<file path="config.mk">
export PLATFORM = sky130hd
export DESIGN_NAME = sha256_stream_hasher_flat
export DESIGN_NICKNAME = d
export VERILOG_FILES = /design/src/rtl/sha_pkg.sv /design/src/rtl/sha_if.sv /design/src/rtl/sha256_stream_hasher.sv /design/src/rtl/sha_rounds.sv /design/src/flat_wrapper.sv
export SDC_FILE = /design/constraint.sdc
export NUM_CORES = 2
export LEC_CHECK = 0
export ABC_CLOCK_PERIOD_IN_PS = 20500
export BUFFER_PORTS_ARGS = -buffer_cell sky130_fd_sc_hd__buf_2
export CAP_MARGIN = 25
export CORE_ASPECT_RATIO = 0.7
export CORE_MARGIN = 1.5
export CORE_UTILIZATION = 30
export CTS_CLUSTER_SIZE = 10
export DETAILED_ROUTE_END_ITERATION = 10
export PLACE_DENSITY = 0.4
export SLEW_MARGIN = 25
export SYNTH_ARGS = -nofsm -noshare
export SYNTH_HDL_FRONTEND = slang
export SYNTH_SLANG_ARGS = --single-unit
</file>
<file path="constraint.sdc">
create_clock -name clock -period 20.5 [get_ports clock]
set_input_delay 0 -clock clock [delete_from_list [all_inputs] [get_ports clock]]
set_output_delay 0 -clock clock [all_outputs]
set_load 0.005 [all_outputs]
</file>
<file path="src/rtl/sha_pkg.sv">
`default_nettype none
package sha_pkg;

   localparam int WORD_W  = 32;
   localparam int COUNT_W = 61;

   typedef logic [WORD_W-1:0] word_type;

   typedef enum logic [3:0] {
      ST_IDLE,
      ST_PAD_RD,
      ST_PAD_WR,
      ST_LEN_HI,
      ST_LEN_LO,
      ST_RUN,
      ST_ADD,
      ST_EMIT
   } state_type;

   localparam word_type ROUND_K [64] = '{
      32'h428a2f98, 32'h71374491, 32'hb5c0fbcf, 32'he9b5dba5,
      32'h3956c25b, 32'h59f111f1, 32'h923f82a4, 32'hab1c5ed5,
      32'hd807aa98, 32'h12835b01, 32'h243185be, 32'h550c7dc3,
      32'h72be5d74, 32'h80deb1fe, 32'h9bdc06a7, 32'hc19bf174,
      32'he49b69c1, 32'hefbe4786, 32'h0fc19dc6, 32'h240ca1cc,
      32'h2de92c6f, 32'h4a7484aa, 32'h5cb0a9dc, 32'h76f988da,
      32'h983e5152, 32'ha831c66d, 32'hb00327c8, 32'hbf597fc7,
      32'hc6e00bf3, 32'hd5a79147, 32'h06ca6351, 32'h14292967,
      32'h27b70a85, 32'h2e1b2138, 32'h4d2c6dfc, 32'h53380d13,
      32'h650a7354, 32'h766a0abb, 32'h81c2c92e, 32'h92722c85,
      32'ha2bfe8a1, 32'ha81a664b, 32'hc24b8b70, 32'hc76c51a3,
      32'hd192e819, 32'hd6990624, 32'hf40e3585, 32'h106aa070,
      32'h19a4c116, 32'h1e376c08, 32'h2748774c, 32'h34b0bcb5,
      32'h391c0cb3, 32'h4ed8aa4a, 32'h5b9cca4f, 32'h682e6ff3,
      32'h748f82ee, 32'h78a5636f, 32'h84c87814, 32'h8cc70208,
      32'h90befffa, 32'ha4506ceb, 32'hbef9a3f7, 32'hc67178f2
   };

   localparam word_type INIT_HASH [8] = '{
      32'h6a09e667, 32'hbb67ae85, 32'h3c6ef372, 32'ha54ff53a,
      32'h510e527f, 32'h9b05688c, 32'h1f83d9ab, 32'h5be0cd19
   };

   localparam logic [7:0] PAD_BYTE  = 8'h80;
   localparam logic [5:0] LEN_START = 6'd56;

   function automatic word_type rotr(word_type v, int n);
      return (v >> n) | (v << (WORD_W - n));
   endfunction

endpackage
`default_nettype wire

</file>
<file path="src/rtl/sha_if.sv">
`default_nettype none
interface sha_req_if;
   logic       valid;
   logic       ready;
   logic       cmd;
   logic [7:0] data_byte;
   modport source (output valid, cmd, data_byte, input ready);
   modport sink   (input valid, cmd, data_byte, output ready);
endinterface

interface sha_rsp_if;
   logic        valid;
   logic        ready;
   logic [31:0] digest_word;
   logic [2:0]  word_index;
   logic        last_word;
   modport source (output valid, digest_word, word_index, last_word, input ready);
   modport sink   (input valid, digest_word, word_index, last_word, output ready);
endinterface
`default_nettype wire

</file>
<file path="src/rtl/sha256_stream_hasher.sv">
`default_nettype none
// SHA-256 over a byte stream.
// req channel: cmd 0 absorbs data_byte, cmd 1 finishes the message.
// rsp channel: eight digest words, word_index 0..7, last_word on the 8th.
// Absorbing a byte is a read-modify-write of the 16x32 block memory; the
// 64th byte of a block also runs the 64 rounds of the single round engine
// and folds the result into the hash. No new byte is accepted while a
// byte's write or a block's compression is still in flight.
// Finish places the pad byte, writes the remaining block words one per
// cycle, then starts the engine (64 rounds, then the fold). When the length
// does not fit, a second block of 16 words is written, compressed and
// folded. The first digest word is offered after the last fold, then one
// word per cycle while rsp.ready holds.
// Reset restores the initial hash and zero length; the block memory is not
// cleared since every entry is written before the engine reads it.
// When the receiver stalls, the current digest word holds on rsp and no
// new request is accepted until all eight words are taken.
module sha256_stream_hasher (
   input wire     clock,
   input wire     reset,
   sha_req_if.sink   req,
   sha_rsp_if.source rsp
);
   import sha_pkg::*;

   // block memory, one write port, registered read
   word_type   blk_mem [16];
   word_type   blk_rd_ff;
   logic [3:0] rd_addr;
   logic       wr_en;
   logic [3:0] wr_addr;
   word_type   wr_data;

   word_type           hash_ff [8];
   logic [COUNT_W-1:0] cnt_ff, cnt_in;
   state_type          st_ff, st_in;
   logic [3:0]         wi_ff, wi_in;     // pad word pointer
   logic               two_ff, two_in;   // second block still needed
   logic               fin_ff, fin_in;   // compression belongs to finish
   logic [2:0]         oi_ff, oi_in;
   logic               byte_ff, byte_in; // byte absorb rmw in flight
   logic [7:0]         db_ff;
   logic               eng_start;
   logic               eng_done;
   logic [3:0]         eng_addr;
   word_type           v [8];
   logic               fold;
   logic [63:0]        bits;

   assign bits = {cnt_ff, 3'b000};

   sha_rounds u_rounds (
      .clock(clock), .reset(reset), .start(eng_start), .blk_word(blk_rd_ff),
      .blk_addr(eng_addr), .h_in(hash_ff), .v_out(v), .done(eng_done)
   );

   always_ff @(posedge clock) begin
      if (wr_en) blk_mem[wr_addr] <= wr_data;
      blk_rd_ff <= blk_mem[rd_addr];
   end

   always_comb begin
      logic [1:0] bp;
      logic [4:0] sh;
      bp        = cnt_ff[1:0];
      sh        = 5'd24 - {bp, 3'b000};
      st_in     = st_ff;
      cnt_in    = cnt_ff;
      wi_in     = wi_ff;
      two_in    = two_ff;
      fin_in    = fin_ff;
      oi_in     = oi_ff;
      byte_in   = 1'b0;
      rd_addr   = cnt_ff[5:2];
      wr_en     = 1'b0;
      wr_addr   = cnt_ff[5:2];
      wr_data   = blk_rd_ff;
      eng_start = 1'b0;
      fold      = 1'b0;
      req.ready = 1'b0;
      rsp.valid = 1'b0;
      unique case (st_ff)
         ST_IDLE: begin
            // merge byte into word read last cycle
            if (byte_ff) begin
               wr_en   = 1'b1;
               wr_data = (blk_rd_ff & ~(word_type'(8'hff) << sh))
                       | (word_type'(db_ff) << sh);
               cnt_in  = cnt_ff + 1'b1;
               if (cnt_ff[5:0] == 6'd63) begin
                  eng_start = 1'b1;
                  fin_in    = 1'b0;
                  st_in     = ST_RUN;
               end
            end else begin
               req.ready = 1'b1;
               if (req.valid) begin
                  if (!req.cmd) byte_in = 1'b1;
                  else st_in = ST_PAD_RD;
               end
            end
         end
         ST_PAD_RD: st_in = ST_PAD_WR;  // word at pos now being read
         ST_PAD_WR: begin
            // pad byte into current word; a full last word goes straight to compression
            wr_en   = 1'b1;
            wr_data = (blk_rd_ff & ~(32'hffffffff >> {bp, 3'b000}))
                    | (word_type'(PAD_BYTE) << sh);
            wi_in   = cnt_ff[5:2] + 4'd1;
            two_in  = cnt_ff[5:0] >= LEN_START;
            st_in   = (cnt_ff[5:2] == 4'd15) ? ST_LEN_LO : ST_LEN_HI;
         end
         ST_LEN_HI: begin
            // zero words up to 13, then length words; all zero while a second block is needed
            wr_en   = 1'b1;
            wr_addr = wi_ff;
            wi_in   = wi_ff + 4'd1;
            if (two_ff || wi_ff < 4'd14) wr_data = '0;
            else if (wi_ff == 4'd14) wr_data = bits[63:32];
            else wr_data = bits[31:0];
            if (wi_ff == 4'd15) st_in = ST_LEN_LO;
         end
         ST_LEN_LO: begin
            // block ready: compress it
            eng_start = 1'b1;
            fin_in    = !two_ff;
            st_in     = ST_RUN;
         end
         ST_RUN: begin
            rd_addr = eng_addr;
            if (eng_done) st_in = ST_ADD;
         end
         ST_ADD: begin
            fold = 1'b1;
            if (!fin_ff && !two_ff) st_in = ST_IDLE;
            else if (two_ff) begin
               two_in = 1'b0;
               wi_in  = 4'd0;
               st_in  = ST_LEN_HI;
            end else begin
               oi_in = '0;
               st_in = ST_EMIT;
            end
         end
         ST_EMIT: begin
            rsp.valid = 1'b1;
            if (rsp.ready) begin
               oi_in = oi_ff + 3'd1;
               if (oi_ff == 3'd7) begin
                  st_in  = ST_IDLE;
                  cnt_in = '0;
                  fin_in = 1'b0;
               end
            end
         end
         default: st_in = ST_IDLE;
      endcase
      // fetch the first round word while the engine starts
      if (eng_start) rd_addr = 4'd0;
   end

   assign rsp.digest_word = hash_ff[oi_ff];
   assign rsp.word_index  = oi_ff;
   assign rsp.last_word   = oi_ff == 3'd7;

   always_ff @(posedge clock) begin
      if (byte_in) db_ff <= req.data_byte;
   end

   always_ff @(posedge clock) begin
      if (reset) begin
         st_ff   <= ST_IDLE;
         cnt_ff  <= '0;
         wi_ff   <= '0;
         two_ff  <= 1'b0;
         fin_ff  <= 1'b0;
         oi_ff   <= '0;
         byte_ff <= 1'b0;
         hash_ff <= INIT_HASH;
      end else begin
         st_ff   <= st_in;
         cnt_ff  <= cnt_in;
         wi_ff   <= wi_in;
         two_ff  <= two_in;
         fin_ff  <= fin_in;
         oi_ff   <= oi_in;
         byte_ff <= byte_in;
         if (fold) begin
            for (int i = 0; i < 8; i++) hash_ff[i] <= hash_ff[i] + v[i];
         end
         if (st_ff == ST_EMIT && rsp.ready && oi_ff == 3'd7) hash_ff <= INIT_HASH;
      end
   end
endmodule
`default_nettype wire

</file>
<file path="src/rtl/sha_rounds.sv">
`default_nettype none
// Round engine: 64 rounds, one per cycle, schedule kept in a 16-entry
// memory. Rounds 0..15 take w[i] from the block memory port via blk_addr;
// later rounds compute w[i] from w[i-16], w[i-15], w[i-7] and w[i-2] in the schedule ring, and each writes w[i] back.
module sha_rounds (
   input  wire                    clock,
   input  wire                    reset,
   input  wire                    start,
   input  sha_pkg::word_type      blk_word,  // block word for rounds 0..15
   output logic [3:0]             blk_addr,
   input  sha_pkg::word_type      h_in [8],
   output sha_pkg::word_type      v_out [8],
   output logic                   done
);
   import sha_pkg::*;

   // schedule ring: 16 registers read at fixed taps relative to round
   word_type   sched_ff [16];
   word_type   v_ff [8];
   logic [6:0] rnd_ff, rnd_in;
   logic       busy_ff, busy_in;
   word_type   w_cur, s0, s1, t1, t2;
   logic [3:0] ri;

   assign ri       = rnd_ff[3:0];
   assign blk_addr = rnd_in[3:0];

   always_comb begin
      s0 = rotr(sched_ff[ri+4'd1], 7) ^ rotr(sched_ff[ri+4'd1], 18)
         ^ (sched_ff[ri+4'd1] >> 3);
      s1 = rotr(sched_ff[ri-4'd2], 17) ^ rotr(sched_ff[ri-4'd2], 19)
         ^ (sched_ff[ri-4'd2] >> 10);
      if (rnd_ff < 7'd16) w_cur = blk_word;
      else w_cur = sched_ff[ri] + s0 + sched_ff[ri-4'd7] + s1;
      t1 = v_ff[7] + (rotr(v_ff[4], 6) ^ rotr(v_ff[4], 11) ^ rotr(v_ff[4], 25))
         + ((v_ff[4] & v_ff[5]) ^ (~v_ff[4] & v_ff[6])) + ROUND_K[rnd_ff[5:0]] + w_cur;
      t2 = (rotr(v_ff[0], 2) ^ rotr(v_ff[0], 13) ^ rotr(v_ff[0], 22))
         + ((v_ff[0] & v_ff[1]) ^ (v_ff[0] & v_ff[2]) ^ (v_ff[1] & v_ff[2]));
      busy_in = busy_ff;
      rnd_in  = rnd_ff;
      if (start) begin
         busy_in = 1'b1;
         rnd_in  = '0;
      end else if (busy_ff) begin
         rnd_in = rnd_ff + 7'd1;
         if (rnd_ff == 7'd63) busy_in = 1'b0;
      end
   end

   assign done  = busy_ff && rnd_ff == 7'd63;
   assign v_out = v_ff;

   always_ff @(posedge clock) begin
      if (reset) begin
         busy_ff <= 1'b0;
         rnd_ff  <= '0;
      end else begin
         busy_ff <= busy_in;
         rnd_ff  <= rnd_in;
      end
   end

   // advance working variables
   always_ff @(posedge clock) begin
      if (start) begin
         v_ff <= h_in;
      end else if (busy_ff) begin
         sched_ff[ri] <= w_cur;
         v_ff[7] <= v_ff[6]; v_ff[6] <= v_ff[5]; v_ff[5] <= v_ff[4];
         v_ff[4] <= v_ff[3] + t1;
         v_ff[3] <= v_ff[2]; v_ff[2] <= v_ff[1]; v_ff[1] <= v_ff[0];
         v_ff[0] <= t1 + t2;
      end
   end
endmodule
`default_nettype wire

</file>
<file path="src/flat_wrapper.sv">
// flat-port wrapper written by rule: the top's interface ports become plain ports
module sha256_stream_hasher_flat import sha_pkg::*;
  (clock, reset, req_valid, req_cmd, req_data_byte, req_ready, rsp_valid, rsp_digest_word, rsp_word_index, rsp_last_word, rsp_ready);
  sha_req_if req_i ();
  sha_rsp_if rsp_i ();
  input wire clock;
  input wire reset;
  input wire logic [$bits(req_i.valid)-1:0] req_valid;
  input wire logic [$bits(req_i.cmd)-1:0] req_cmd;
  input wire logic [$bits(req_i.data_byte)-1:0] req_data_byte;
  output wire logic [$bits(req_i.ready)-1:0] req_ready;
  output wire logic [$bits(rsp_i.valid)-1:0] rsp_valid;
  output wire logic [$bits(rsp_i.digest_word)-1:0] rsp_digest_word;
  output wire logic [$bits(rsp_i.word_index)-1:0] rsp_word_index;
  output wire logic [$bits(rsp_i.last_word)-1:0] rsp_last_word;
  input wire logic [$bits(rsp_i.ready)-1:0] rsp_ready;
  assign req_i.valid = req_valid;
  assign req_i.cmd = req_cmd;
  assign req_i.data_byte = req_data_byte;
  assign req_ready = req_i.ready;
  assign rsp_valid = rsp_i.valid;
  assign rsp_digest_word = rsp_i.digest_word;
  assign rsp_word_index = rsp_i.word_index;
  assign rsp_last_word = rsp_i.last_word;
  assign rsp_i.ready = rsp_ready;
  sha256_stream_hasher u_core (.clock(clock), .reset(reset), .req(req_i), .rsp(rsp_i));
endmodule
</file>
==> results_dict.tcl <==
set metrics [dict create \
    coreArea_um2 340000 \
    drt_wl_total_um 404000 \
    crit_path_max_fanout 119 \
    fin_setup_tns_ns 0 \
    sequential_cell_area_um2 46100 \
    final_max_slew_viol_count 0 \
    area_occupied_by_multi_input_gates_um2 53100 \
    grt_pass1_wl_um 567000 \
    cts-htree-levels 4 \
    via_count_of_the_first_global_routing_pass 73144 \
    grt_overflow 0 \
    cap_violations 0 \
    max_stage_delay_ns 0.85 \
    portion_of_synthesized_cell_area_occupied_by_the_leading_cell_type_pct 37.7 \
    globalRouteTotalUtil_pct 22.9 \
    seq_area_frac_synth_pct 44.9 \
    synth_cell_type_count 95 \
    antenna_found_initial 21 \
    tritoncts "built" \
    fill_cells 34005 \
    rows 179 \
    wl_per_cell_um 29.2 \
    worstPathRequired_ns 21.07 \
    clk-insertion-delay-late_ns 0.97 \
    cts-root-to-sink-buffers 4 \
    total_setup_buffers_inserted_after_cts 0 \
    yosys_most_used_dff "sky130_fd_sc_hd__edfxtp_1" \
    final_critical_path_setup_slack_ns 4.72 \
    drive_above_1_share_pct 12.4 \
    commonest_cells_in_the_netlist "sky130_fd_sc_hd__nand2_1, sky130_fd_sc_hd__edfxtp_1, sky130_fd_sc_hd__a21oi_1, sky130_fd_sc_hd__mux4_2, sky130_fd_sc_hd__nor2_1" \
    utilization_pct 33.7 \
    mappedNetlistNets 9889 \
    final.setup_skew_ns 0.155 \
    syn-cell-area_um2 103000 \
    worstSetupStartpointType "register" \
    post-synth-top-count-cell "sky130_fd_sc_hd__nand2_1" \
    cpMostUsedCell "sky130_fd_sc_hd__inv_1" \
    detailedPlace.worstSlack_ns 4.80 \
    synth_enable_flop_cells 1288 \
    ys_async_sr_fraction_pct 0 \
    routed_via_count 76336 \
    min_period_over_period_pct 77.0 \
    critical_path.n_buffers_inverters 11 \
    numPortBuffers 50 \
    areaGrowthSynthToFinish_pct 11.7 \
    fp.dieArea_um2 345000 \
    drt_drc_violations_left 0 \
    worst_margin_slew_ns 1.15 \
    rrSetupSlack_ns 4.72 \
    final-setup-viol-count 0 \
    routability_cong 0.917 \
    hp-class "input port to register" \
    clkSinkCount 1658 \
    slowest_cell_on_the_critical_path "sky130_fd_sc_hd__buf_4" \
    tritoncts.num_buffers 206 \
    critical-path-top-delay-family "compound AO/OA/AOI/OAI gates" \
    fmaxAchievable_mhz 63.4 \
    finish.net_count 9804 \
    grt_setup_unrepaired "false" \
    chipWidth_um 702 \
    worst_endpoint_data_arrival_time_ns 16.36 \
    status "complete, no violations" \
    endpoint_kind "register" \
    ctsResizeCount 0 \
    initial_utilization_pct 30.2 \
    synthDominantAreaCellType "sky130_fd_sc_hd__edfxtp_1" \
    synth.area.top_cells "sky130_fd_sc_hd__edfxtp_1, sky130_fd_sc_hd__mux4_2, sky130_fd_sc_hd__dfxtp_1, sky130_fd_sc_hd__nand2_1, sky130_fd_sc_hd__ha_1" \
    route.detailed.vias_per_inst 5.51 \
    register_bit_count_reported_by_yosys 1658 \
    worst_setup_hold_path_clk_slew_ns 0.06 \
    post-place-cells 13471 \
    grt_max_degree 176 \
    ys.warnings.count 0 \
    maxSlewHeadroom_pct 23.4 \
    post_detailed_placement_half_perimeter_wirelength_um 278000 \
    ant_nets 0 \
    die_h_um 492 \
    cts-root-buf "sky130_fd_sc_hd__clkbuf_16" \
    final_period_minus_worst_setup_slack_ns 15.78 \
    final-instance-count-excl-fill 13847 \
    syn-instance-count 9263 \
    ioPinCount 51 \
    dr.first_iter.drc_count 8267 \
    drt-pass1-iter-count 7 \
    hold_viol 0 \
    timing.setup.critical_path_class "register to register" \
    synth_area_per_cell_um2 11.1 \
]
## sequential cells by signal, summed over array words and instances, names as in the netlist, 4 cells and up
name	flops
u_core.cnt_ff	61
u_core.blk_rd_ff	32
u_core.db_ff	8
u_core.wi_ff	4
u_core.hash_ff	256
u_core.u_rounds.sched_ff	512
u_core.u_rounds.v_out	256
u_core.u_rounds.rnd_ff	7
u_core.blk_mem	512
## worst min-delay path, stage by stage
cell and delay [ns]:
sky130_fd_sc_hd__dlygate4sd3_1 0.52, sky130_fd_sc_hd__buf_2 0.10, sky130_fd_sc_hd__buf_4 0.32, sky130_fd_sc_hd__a21oi_1 0.07
## layout by cell type, fill, tap and decap left out, types with 93 or more instances in the layout
cell type                      n
sky130_fd_sc_hd__inv_1       440
sky130_fd_sc_hd__a211oi_1    216
sky130_fd_sc_hd__o21ai_1     141
sky130_fd_sc_hd__dfxtp_1     361
sky130_fd_sc_hd__o21ai_0     256
sky130_fd_sc_hd__a21oi_1     581
sky130_fd_sc_hd__nor3_1      103
sky130_fd_sc_hd__mux4_2      494
sky130_fd_sc_hd__nor2_1      451
sky130_fd_sc_hd__and2_0      106
sky130_fd_sc_hd__edfxtp_1   1288
sky130_fd_sc_hd__fa_1        197
sky130_fd_sc_hd__xnor2_1     376
sky130_fd_sc_hd__mux2i_1     133
sky130_fd_sc_hd__o211ai_1     93
sky130_fd_sc_hd__a31oi_1     113
sky130_fd_sc_hd__nand2_1    1392
sky130_fd_sc_hd__clkbuf_1     96
sky130_fd_sc_hd__clkbuf_16   206
sky130_fd_sc_hd__ha_1        412
sky130_fd_sc_hd__xor2_1      241
sky130_fd_sc_hd__nand3_1     126
sky130_fd_sc_hd__a21o_1      216
sky130_fd_sc_hd__buf_4       178
## what timing repair did
item | CTS | global route
setup endpoints to repair | 0 | 0
hold endpoints to repair | 45 | 0
hold buffers | 23 | 0
## cells by family after synthesis
group	count (synthesis)	synth area share, %
AO/OA/AOI/OAI	2097	13.1
XOR/XNOR	621	5.35
adder cells (fa/ha/maj)	618	8.97
buffers and inverters	1000	3.76
flip-flops	1658	44.9
multiplexers	694	12.9
AND/OR/NAND/NOR	2575	10.9
## final timing paths
path                                             start                                     to  cells past startpoint
hold / removal                                   reset  u_core.rsp.word_index[2]$_SDFFE_PP0P_                      4
setup / recovery  u_core.u_rounds.rnd_ff[0]$_SDFF_PP0_   u_core.u_rounds.v_out[254]$_DFFE_PP_                     52
hold reg to reg             u_core.fin_ff$_SDFFE_PP0P_             u_core.fin_ff$_SDFFE_PP0P_                      2
setup reg to reg  u_core.u_rounds.rnd_ff[0]$_SDFF_PP0_   u_core.u_rounds.v_out[254]$_DFFE_PP_                     52
## layout make-up
class                   instances  share of cell area (%)
flip-flops and latches       1658                    40.3
clock buffers                 318                    5.01
diodes                          2                 0.00437
inverters                     447                    1.47
multi-input cells            6605                    46.3
repair buffers                260                    1.72
well taps                    4525                    4.94
clock inverters                32                   0.295
## per-layer routing
| layer | routed length (um) | track usage, % |
|---|---|---|
| met2 | 156000 | 30.3 |
| met1 | 197000 | 35.3 |
| met4 | 7750 | 4.16 |
| met3 | 43800 | 8.21 |
| met5 | 236 | 0.301 |
## stage by stage
step | hold WS (ns) | area [um2]
final | 0.169 | 115000
after global placement | 0.178 | 108000
after CTS | 0.115 | 114000
after detailed placement | 0.178 | 108000
after global routing | 0.176 | 115000
after floorplan | 0.0989 | 103000
Power is not shown: default switching activity piles up to over one toggle a cycle in this logic, so the estimate is an artifact.
